`src/hdl/sensor_moving_average_macros.svh`:
```
// Assertion macros for the moving average block.
// Each macro expects signals named clk and rst in the scope where it is used.
`ifndef SENSOR_MOVING_AVERAGE_MACROS_SVH
`define SENSOR_MOVING_AVERAGE_MACROS_SVH

`ifndef SYNTH

// Same-cycle implication, checked on every rising edge outside reset.
`define SMA_ASSERT_IMP(lbl, ante, cons) \
  lbl: assert property (@(posedge clk) disable iff (rst) (ante) |-> (cons)) \
    else $error("assertion failed: lbl");

// Next-cycle implication, checked on every rising edge outside reset.
`define SMA_ASSERT_NEXT(lbl, ante, cons) \
  lbl: assert property (@(posedge clk) disable iff (rst) (ante) |=> (cons)) \
    else $error("assertion failed: lbl");

`else

`define SMA_ASSERT_IMP(lbl, ante, cons)
`define SMA_ASSERT_NEXT(lbl, ante, cons)

`endif

`endif

```
`src/hdl/sma_pkg.sv`:
```
`timescale 1ns / 1ps
`default_nettype none

package sma_pkg;

  localparam int TEMP_W    = 15;
  localparam int PRES_W    = 17;
  localparam int ALT_W     = 16;
  localparam int SAMPLES_W = 5;

  typedef enum logic [2:0] {
    ST_IDLE,
    ST_READ,
    ST_DRAIN,
    ST_DIV_START,
    ST_DIVIDE,
    ST_HOLD
  } state_t;

  typedef struct packed {
    logic load;
    logic read;
    logic div_start;
    logic div_step;
    logic result_load;
  } cmd_t;

  typedef struct packed {
    logic read_last;
    logic div_done;
    logic out_free;
  } status_t;

endpackage

`default_nettype wire

```
`src/hdl/sensor_moving_average.sv`:
```
`timescale 1ns / 1ps
`default_nettype none

// Boxcar moving average over the last RING_DEPTH sensor samples. Each request
// carries one compensated sample (temperature in hundredths of a degree,
// pressure in pascals, altitude in metres); the block stores it in a ring,
// then returns one result holding the mean of each channel over the samples
// held so far (up to RING_DEPTH) and that count. Means truncate toward zero.
// Flow: the ring memory gives one held entry per cycle to the summing pass,
// then three restoring dividers run side by side, each in ACC_W one-bit
// steps, ACC_W = 17 + clog2(RING_DEPTH+1) + 1. A finished result sits in
// an output register, so a new request is taken while it waits downstream.
module sensor_moving_average #(
  parameter int RING_DEPTH = 16
) (
  input  wire logic                                clk,
  input  wire logic                                rst,
  input  wire logic                                in_valid,
  output logic                                     in_stall,
  input  wire logic signed [sma_pkg::TEMP_W-1:0]   temperature,
  input  wire logic        [sma_pkg::PRES_W-1:0]   pressure,
  input  wire logic signed [sma_pkg::ALT_W-1:0]    altitude,
  output logic                                     out_valid,
  input  wire logic                                out_stall,
  output logic signed      [sma_pkg::TEMP_W-1:0]   mean_temperature,
  output logic             [sma_pkg::PRES_W-1:0]   mean_pressure,
  output logic signed      [sma_pkg::ALT_W-1:0]    mean_altitude,
  output logic             [sma_pkg::SAMPLES_W-1:0] samples_held
);

  import sma_pkg::*;

`include "sensor_moving_average_macros.svh"

  cmd_t    cmd;
  status_t status;

  // Sequencer: accept, sum pass, divide, hand result to the output register.
  sma_ctrl u_ctrl (
    .clk      (clk),
    .rst      (rst),
    .in_valid (in_valid),
    .in_stall (in_stall),
    .status   (status),
    .cmd      (cmd)
  );

  // Ring memory, accumulators, dividers and the output register.
  sma_datapath #(.RING_DEPTH(RING_DEPTH)) u_datapath (
    .clk              (clk),
    .rst              (rst),
    .cmd              (cmd),
    .status           (status),
    .temperature      (temperature),
    .pressure         (pressure),
    .altitude         (altitude),
    .out_valid        (out_valid),
    .out_stall        (out_stall),
    .mean_temperature (mean_temperature),
    .mean_pressure    (mean_pressure),
    .mean_altitude    (mean_altitude),
    .samples_held     (samples_held)
  );

  // A taken request always leaves the block busy for the next cycle.
  `SMA_ASSERT_NEXT(a_busy_after_accept, in_valid && !in_stall, in_stall)
  // Never overwrite a result that is still waiting downstream.
  `SMA_ASSERT_IMP(a_load_when_free, cmd.result_load, status.out_free)
  // No sum or divide work while requests are open.
  `SMA_ASSERT_IMP(a_idle_no_work, !in_stall, !cmd.read && !cmd.div_step)
  // A new result shows up only from a result load.
  `SMA_ASSERT_IMP(a_valid_from_load, $rose(out_valid), $past(cmd.result_load))

endmodule

`default_nettype wire

```
`src/hdl/sma_div.sv`:
```
`timescale 1ns / 1ps
`default_nettype none

module sma_div #(
  parameter int ACC_W = 23,
  parameter int DIV_W = 5
) (
  input  wire logic                    clk,
  input  wire logic                    start,
  input  wire logic                    step,
  input  wire logic signed [ACC_W-1:0] dividend,
  input  wire logic        [DIV_W-1:0] divisor,
  output logic             [ACC_W-1:0] quotient
);

  logic [ACC_W-1:0] quo;
  logic [DIV_W-1:0] rem;
  logic             neg;

  logic [DIV_W:0]   rem_sh;
  logic [DIV_W:0]   rem_diff;
  logic             fits;

  // One restoring step per cycle while step is high, on the magnitude; sign is applied at the end.
  assign rem_sh   = {rem, quo[ACC_W-1]};
  assign rem_diff = rem_sh - {1'b0, divisor};
  assign fits     = (rem_sh >= {1'b0, divisor});

  always_ff @(posedge clk) begin
    if (start) begin
      neg <= dividend[ACC_W-1];
      quo <= dividend[ACC_W-1] ? (-dividend) : dividend;
      rem <= '0;
    end else if (step) begin
      quo <= {quo[ACC_W-2:0], fits};
      rem <= fits ? rem_diff[DIV_W-1:0] : rem_sh[DIV_W-1:0];
    end
  end

  assign quotient = neg ? (-quo) : quo;

endmodule

`default_nettype wire

```
`src/hdl/sma_ctrl.sv`:
```
`timescale 1ns / 1ps
`default_nettype none

module sma_ctrl (
  input  wire logic            clk,
  input  wire logic            rst,
  input  wire logic            in_valid,
  output logic                 in_stall,
  input  wire sma_pkg::status_t status,
  output sma_pkg::cmd_t        cmd
);

  import sma_pkg::*;

  state_t state;
  state_t state_next;

  always_ff @(posedge clk) begin
    if (rst) begin
      state <= ST_IDLE;
    end else begin
      state <= state_next;
    end
  end

  always_comb begin
    state_next = state;
    case (state)
      ST_IDLE: begin
        if (in_valid) state_next = ST_READ;
      end
      ST_READ: begin
        if (status.read_last) state_next = ST_DRAIN;
      end
      ST_DRAIN: begin
        state_next = ST_DIV_START;
      end
      ST_DIV_START: begin
        state_next = ST_DIVIDE;
      end
      ST_DIVIDE: begin
        if (status.div_done) state_next = ST_HOLD;
      end
      ST_HOLD: begin
        if (status.out_free) state_next = ST_IDLE;
      end
      default: begin
        state_next = ST_IDLE;
      end
    endcase
  end

  always_comb begin
    cmd      = '0;
    in_stall = 1'b1;
    case (state)
      ST_IDLE: begin
        in_stall = 1'b0;
        cmd.load = in_valid;
      end
      ST_READ: begin
        cmd.read = 1'b1;
      end
      ST_DRAIN: begin
        cmd = '0;
      end
      ST_DIV_START: begin
        cmd.div_start = 1'b1;
      end
      ST_DIVIDE: begin
        cmd.div_step = 1'b1;
      end
      ST_HOLD: begin
        cmd.result_load = status.out_free;
      end
      default: begin
        cmd = '0;
      end
    endcase
  end

endmodule

`default_nettype wire

```
`src/hdl/sma_datapath.sv`:
```
`timescale 1ns / 1ps
`default_nettype none

module sma_datapath #(
  parameter int RING_DEPTH = 16
) (
  input  wire logic                                clk,
  input  wire logic                                rst,
  input  wire sma_pkg::cmd_t                       cmd,
  output sma_pkg::status_t                         status,
  input  wire logic signed [sma_pkg::TEMP_W-1:0]   temperature,
  input  wire logic        [sma_pkg::PRES_W-1:0]   pressure,
  input  wire logic signed [sma_pkg::ALT_W-1:0]    altitude,
  output logic                                     out_valid,
  input  wire logic                                out_stall,
  output logic signed      [sma_pkg::TEMP_W-1:0]   mean_temperature,
  output logic             [sma_pkg::PRES_W-1:0]   mean_pressure,
  output logic signed      [sma_pkg::ALT_W-1:0]    mean_altitude,
  output logic             [sma_pkg::SAMPLES_W-1:0] samples_held
);

  import sma_pkg::*;

  localparam int SLOT_W = (RING_DEPTH > 1) ? $clog2(RING_DEPTH) : 1;
  localparam int CNT_W  = $clog2(RING_DEPTH + 1);
  localparam int ACC_W  = PRES_W + CNT_W + 1;
  localparam int STEP_W = $clog2(ACC_W);
  localparam int MEM_W  = TEMP_W + PRES_W + ALT_W;

  logic [MEM_W-1:0]        ring [RING_DEPTH];
  logic [MEM_W-1:0]        rd_word;
  logic [SLOT_W-1:0]       write_slot;
  logic [SLOT_W-1:0]       write_slot_next;
  logic [CNT_W-1:0]        fill_count;
  logic [CNT_W-1:0]        fill_count_next;
  logic [SLOT_W-1:0]       rd_idx;
  logic                    rd_pending;
  logic [STEP_W-1:0]       div_cnt;
  logic signed [ACC_W-1:0] acc_t;
  logic signed [ACC_W-1:0] acc_p;
  logic signed [ACC_W-1:0] acc_a;
  logic [ACC_W-1:0]        quo_t;
  logic [ACC_W-1:0]        quo_p;
  logic [ACC_W-1:0]        quo_a;
  logic [CNT_W+SAMPLES_W-1:0] fill_ext;

  logic [TEMP_W-1:0] rd_t;
  logic [PRES_W-1:0] rd_p;
  logic [ALT_W-1:0]  rd_a;

  assign {rd_t, rd_p, rd_a} = rd_word;

  assign write_slot_next = (write_slot == SLOT_W'(RING_DEPTH - 1)) ? '0
                                                                   : write_slot + 1'b1;
  assign fill_count_next = (fill_count == CNT_W'(RING_DEPTH)) ? fill_count
                                                              : fill_count + 1'b1;

  assign status.read_last = ((CNT_W'(rd_idx) + CNT_W'(1)) == fill_count);
  assign status.div_done  = (div_cnt == STEP_W'(ACC_W - 1));
  assign status.out_free  = !out_valid || !out_stall;

  // Ring storage: write on accept, registered read during the sum pass.
  always_ff @(posedge clk) begin
    if (cmd.load) begin
      ring[write_slot] <= {temperature, pressure, altitude};
    end
  end

  always_ff @(posedge clk) begin
    if (cmd.read) begin
      rd_word <= ring[rd_idx];
    end
  end

  always_ff @(posedge clk) begin
    if (rst) begin
      write_slot <= '0;
      fill_count <= '0;
      rd_idx     <= '0;
      rd_pending <= 1'b0;
      div_cnt    <= '0;
      out_valid  <= 1'b0;
    end else begin
      if (cmd.load) begin
        write_slot <= write_slot_next;
        fill_count <= fill_count_next;
        rd_idx     <= '0;
      end else if (cmd.read) begin
        rd_idx <= rd_idx + 1'b1;
      end
      rd_pending <= cmd.read;
      if (cmd.div_start) begin
        div_cnt <= '0;
      end else if (cmd.div_step) begin
        div_cnt <= div_cnt + 1'b1;
      end
      if (cmd.result_load) begin
        out_valid <= 1'b1;
      end else if (!out_stall) begin
        out_valid <= 1'b0;
      end
    end
  end

  // Accumulate one slot per cycle, in the cycle after its read.
  always_ff @(posedge clk) begin
    if (cmd.load) begin
      acc_t <= '0;
      acc_p <= '0;
      acc_a <= '0;
    end else if (rd_pending) begin
      acc_t <= acc_t + {{(ACC_W - TEMP_W){rd_t[TEMP_W-1]}}, rd_t};
      acc_p <= acc_p + {{(ACC_W - PRES_W){1'b0}}, rd_p};
      acc_a <= acc_a + {{(ACC_W - ALT_W){rd_a[ALT_W-1]}}, rd_a};
    end
  end

  sma_div #(.ACC_W(ACC_W), .DIV_W(CNT_W)) u_div_t (
    .clk      (clk),
    .start    (cmd.div_start),
    .step     (cmd.div_step),
    .dividend (acc_t),
    .divisor  (fill_count),
    .quotient (quo_t)
  );

  sma_div #(.ACC_W(ACC_W), .DIV_W(CNT_W)) u_div_p (
    .clk      (clk),
    .start    (cmd.div_start),
    .step     (cmd.div_step),
    .dividend (acc_p),
    .divisor  (fill_count),
    .quotient (quo_p)
  );

  sma_div #(.ACC_W(ACC_W), .DIV_W(CNT_W)) u_div_a (
    .clk      (clk),
    .start    (cmd.div_start),
    .step     (cmd.div_step),
    .dividend (acc_a),
    .divisor  (fill_count),
    .quotient (quo_a)
  );

  assign fill_ext = {{SAMPLES_W{1'b0}}, fill_count};

  always_ff @(posedge clk) begin
    if (cmd.result_load) begin
      mean_temperature <= quo_t[TEMP_W-1:0];
      mean_pressure    <= quo_p[PRES_W-1:0];
      mean_altitude    <= quo_a[ALT_W-1:0];
      samples_held     <= fill_ext[SAMPLES_W-1:0];
    end
  end

endmodule

`default_nettype wire

```
`config.mk`:
```
export PLATFORM = sky130hd
export DESIGN_NAME = sensor_moving_average
export DESIGN_NICKNAME = d
export VERILOG_FILES = /design/src/hdl/sma_pkg.sv /design/src/hdl/sensor_moving_average.sv /design/src/hdl/sma_div.sv /design/src/hdl/sma_ctrl.sv /design/src/hdl/sma_datapath.sv
export VERILOG_INCLUDE_DIRS = /design/src /design/src/hdl
export SDC_FILE = /design/constraint.sdc
export NUM_CORES = 1
export LEC_CHECK = 0
export BUFFER_PORTS_ARGS = -buffer_cell sky130_fd_sc_hd__buf_2
export CAP_MARGIN = 40
export CORE_UTILIZATION = 45
export CTS_CLUSTER_SIZE = 25
export DETAILED_ROUTE_END_ITERATION = 8
export GPL_TIMING_DRIVEN = 0
export PLACE_DENSITY = 0.6
export SYNTH_ARGS = -nofsm -noshare
export SYNTH_HDL_FRONTEND = slang
export SYNTH_HIERARCHICAL = 1
export SYNTH_SLANG_ARGS = --single-unit
```
`constraint.sdc`:
```
create_clock -name clk -period 4.95 [get_ports clk]
set_input_delay 0.495 -clock clk [delete_from_list [all_inputs] [get_ports clk]]
set_output_delay 0.495 -clock clk [all_outputs]
set_load 0.05 [all_outputs]
```
== After elaboration in Yosys (flattened, before gate mapping) ==
Memories as Yosys holds them, arrays and structs flattened. A register that Yosys moved wholly into a read port is not among the register bits.
Index checks and enable logic that the tools add are counted.
W data, S select, Z words.

* Register bits after elaboration: 232
* Latch bits: 0
* RAM bits: 768
* Bits in read-only memories: 0
* Input bits: 52
* Output and inout port bits: 55
* Logic and storage cells: 99
* Memories: 1

{| class="wikitable"
|+ Memory list
! name !! depth !! bits a word !! read ports !! clocked after memory_dff !! wr ports !! RTL line !! source
|-
| u_datapath.ring || 16 || 48 || 1 || 1 || 1 || sma_datapath.sv:30 || <nowiki>logic [MEM_W-1:0] ring [RING_DEPTH];</nowiki>
|}

* Add/subtract/negate cells: 17
* Multiply operators: 0
* Divide/modulo/power cells: 0
* Order comparisons: 3
* Equality and inequality tests: 14
* Shifts and indexed selects: 0
* Multiplexer cells: 31
* Bitwise operators: 1
* Reduce and logical (&&, ||, !) cells: 9

{| class="wikitable"
|+ Operator list
! cell !! count
|-
| $mux W23 || 9
|-
| $neg A23 Y23 || 3
|-
| $add A23 B23 Y23 || 2
|-
| $add A23 B17 Y23 || 1
|-
| $ge A6 B5 Y1 || 3
|-
| $pmux W3 S6 || 1
|-
| $mux W17 || 1
|-
| $neg A17 Y17 || 1
|-
| $mux W16 || 1
|-
| $neg A16 Y16 || 1
|-
| $mux W15 || 1
|-
| $mux W5 || 3
|-
| $neg A15 Y15 || 1
|-
| $sub A5 B5 Y5 || 3
|-
| $mux W3 || 4
|-
| $add A5 B1 Y5 const B || 2
|-
| $eq A5 B5 Y1 const B || 2
|-
| $mux W1 || 10
|-
| $add A4 B1 Y4 const B || 2
|-
| $eq A3 B2 Y1 const B || 2
|-
| $eq A3 B3 Y1 const B || 2
|-
| $ne A2 B2 Y1 const B || 3
|-
| $add A4 B1 Y5 const B || 1
|-
| $eq A5 B5 Y1 || 1
|-
| 12 further kinds || 15
|}

== Logic depth before layout (Yosys ltp) ==
* Depth after elaboration: 4
* Gate-level depth with buffers: 11
* Gate-level depth less buffers: 11

== Cells and area by module ==
Netlist, hierarchy kept.

{| class="wikitable"
|+ By module, submodules not included
! module !! instances !! cells an instance !! area an instance (um^2) !! seq. area each (um^2)
|-
| sma_datapath || 1 || 1964 || 38333.0 || 27876.7
|-
| sma_div || 3 || 290 || 2523.7 || 820.8
|-
| sma_ctrl || 1 || 26 || 202.7 || 60.1
|}

== Least setup slack after synthesis ==
No wires, ideal clock.

* Path kind: register to register
* Start: register u_ctrl.state[1]
* End: register u_datapath.rd_idx[3]
* Arrival: 3.408 ns
* Required time: 4.872 ns
* Slack: 1.464 ns
* Stages on the path, launching flop included: 6
* Clock period less this slack: 3.486 ns
* Cells stage by stage: dfxtp_1 nand2b_1 nor2_1 nand4_1 xor2_1 nor3_1

{| class="wikitable"
|+ RTL lines
! element !! RTL line !! source
|-
| start, declared || sma_ctrl.sv:15 || <nowiki>state_t state;</nowiki>
|-
| start signal, assigned || sma_ctrl.sv:22 || <nowiki>state <= state_next;</nowiki>
|-
| end signal, assigned || sma_datapath.sv:89 || <nowiki>rd_idx <= rd_idx + 1'b1;</nowiki>
|-
| end, declared || sma_datapath.sv:36 || <nowiki>logic [SLOT_W-1:0] rd_idx;</nowiki>
|}

==> flow_metrics.py <==
metrics = {
    "run_status": {
        "outcome": "completed",
    },
    "timing": {
        "final.setup.worst_slack_ns": 1.303,
        "max_slew.worst_pin.slew_ns": 0.9471,
        "max_freq_ghz": 0.2742,
        "finalCritPeriodShare": 0.7367,
        "grt_setup_unrepaired": "false",
        "drv_slew": 0,
        "finalSetupTns_ns": 0,
        "setup_viol": 0,
        "period_needed_ns": 3.647,
        "hold_viol": 0,
        "worst_clock_skew_ns": 0.04245,
        "relSlewSlack": 0.3628,
    },
    "clock_tree": {
        "tritoncts": "yes",
        "cts_setup_buffers": 0,
        "worstSkewPairLatency_ns": 0.70,
        "cts_buffers": 107,
        "cts.sinks": 1048,
        "cts_repair_resize_count": 0,
        "ctsHoldBuffers": 0,
        "htreeDepth": 3,
        "clk_pin_slew_worst_paths_ns": 0.06,
        "cts_buffer_depth": 3,
        "root_buffer": "clkbuf_16",
    },
    "placed_design": {
        "pre_cts_ws_ns": 1.392,
        "gp_congestion": 0.8396,
        "portBuffers": 106,
        "post-dp-hpwl_mm": 69.95,
        "place_area_um2": 48850,
        "dp.cells": 4313,
    },
    "critical_path": {
        "crit_fanout": 28,
        "crit_start": "u_ctrl/state[2]",
        "critPathArrivalTime_ns": 4.00,
        "worst_setup_path_start_kind": "register",
        "required_ns": 5.30,
        "worstReg2RegStart": "u_ctrl/state[2]",
        "critPathKind": "reg2reg",
        "rrSetupSlack_ns": 1.30,
        "rr_endpoint": "u_datapath/ring[8][31]",
        "reg2regPathDepth": 9,
        "crit_path_end_kind": "register",
    },
    "route": {
        "drc": 0,
        "antenna_left": 0,
        "drt_iter0_drc": 2499,
        "avgViaCountPerCell": 5.837,
        "vias": 26370,
        "wl_mm": 109.2,
        "routedWlPerCell_um": 24.17,
        "drt_pass1_iterations": 6,
    },
    "floorplanning": {
        "fp.coreArea_um2": 100300,
        "start_util": 0.4552,
        "rows": 116,
        "dieArea_um2": 102700,
        "die_h_um": 320.5,
        "io_pins": 107,
        "fp.dieW_um": 320.5,
    },
    "final_layout": {
        "fin_area_um2": 52340,
        "nets": 3216,
        "num-fill-cells": 8117,
        "area_growth_syn_to_layout_pct": 14.64,
        "layout-drive-gt1-share": 0.2049,
        "stdcell_count": 4517,
    },
    "worst_hold_path": {
        "hp-start": "out_stall",
        "hold_path_class": "in2reg",
        "min_path_cells": 3,
        "min_to": "u_datapath/out_valid",
    },
    "grt": {
        "grt-ovfl-total": 0,
        "grt_pass1_vias": 26120,
        "grt_max_degree": 42,
        "grt_antenna_before_repair": 14,
        "grt_pass1_wl_mm": 163.4,
        "track_usage": 0.2129,
    },
    "power": {
        "ir_worst_vdd_mv": 0.2752,
        "power.leakage_nw": 17.19,
        "design_power_total_mw": 26.65,
        "p_per_area_nw_per_um2": 509.3,
    },
    "logic_synthesis": {
        "ys_warn_count": 6,
        "synth_cells": 2799,
        "syn_avg_cell_area_um2": 16.31,
        "syn-cell-area_um2": 45650,
        "syn-num-nets": 2948,
    },
    "job": {
        "maxCapViolCount": 0,
    },
}
[registers in the layout (all words and copies together), names as in the netlist, 5 cells and up]
register,flops
u_datapath/u_div_p/rem,5
u_datapath/u_div_t/rem,5
u_datapath/div_cnt,5
u_datapath/mean_temperature,15
u_datapath/u_div_t/quo,23
u_datapath/u_div_p/quo,23
u_datapath/mean_altitude,16
u_datapath/fill_count,5
u_datapath/u_div_a/quo,23
u_datapath/acc_t,23
u_datapath/mean_pressure,17
u_datapath/rd_word,48
u_datapath/samples_held,5
u_datapath/acc_a,23
u_datapath/ring,768
u_datapath/acc_p,23
u_datapath/u_div_a/rem,5
[per-stage QoR]
stage / hold WS (ns) / util
finish: 0.05769 / 0.5218
global route: 0.04331 / 0.5218
CTS: 0.01068 / 0.5217
detailed placement: 0.4899 / 0.4871
global placement: 0.4881 / 0.4774
floorplan: 0.4706 / -
[cell usage in the layout, fill, tap and decap left out, types with 38 or more instances in the layout]
cell type	instances
nand2_1	85
dfxtp_1	107
a21oi_1	113
nor3_1	40
mux2i_1	38
xnor2_1	73
xor2_1	62
inv_1	69
clkbuf_1	126
ha_1	91
mux4_2	240
nor2_1	168
edfxtp_1	941
o21ai_0	77
nand3_1	57
clkbuf_16	107
buf_2	125
[layout make-up]
class	count	area [um2]	share of cell area
Buffer	135	566.8	0.01083
Sequential cell	1048	30400	0.5808
Multi-Input combinational cell	1547	14490	0.2768
Inverter	69	259.0	0.004949
Clock inverter	61	639.4	0.01222
Antenna cell	2	5.005	0.00009563
Clock buffer	139	2828	0.05403
Tap cell	1357	1698	0.03244
Timing Repair Buffer	159	1455	0.02780
[critical path, cell delays in order, from the launching register on]
cell      delay (ns)
dfxtp_1         0.31
buf_4           0.16
or3_4           0.33
nor2_1          0.28
clkbuf_1        0.59
clkbuf_1        0.39
nand2_1         0.11
nor2_1          0.27
and2_4          0.53
buf_16          0.29
[worst max path at each step]
stage / end / slack [ns] / cells past startpoint
2_1_floorplan: u_datapath/rd_idx[3] / 1.46 / 5
3_3_place_gp: u_datapath/ring[6][24] / -0.39 / 8
3_5_place_dp: u_datapath/ring[8][26] / 1.39 / 9
4_1_cts: u_datapath/ring[8][32] / 1.36 / 9
5_1_grt: u_datapath/ring[8][31] / 1.17 / 9
6_report: u_datapath/ring[8][31] / 1.30 / 9
[metal layers]
metal | vias to the layer above | track usage | share of wire
met1 | 13530 | 0.2896 | 0.43
met2 | 850 | 0.3554 | 0.49
met3 | 166 | 0.03568 | 0.062
met5 | - | 0 | 0.00074
li1 | 11810 | - | -
met4 | 14 | 0.05550 | 0.019
[power breakdown]
group	internal, mW	switching (mW)
Combinational	3.21	4.33
Sequential	10.5	0.748
Clock	4.52	3.39
Note: power is estimated with default switching activity, not from simulation.
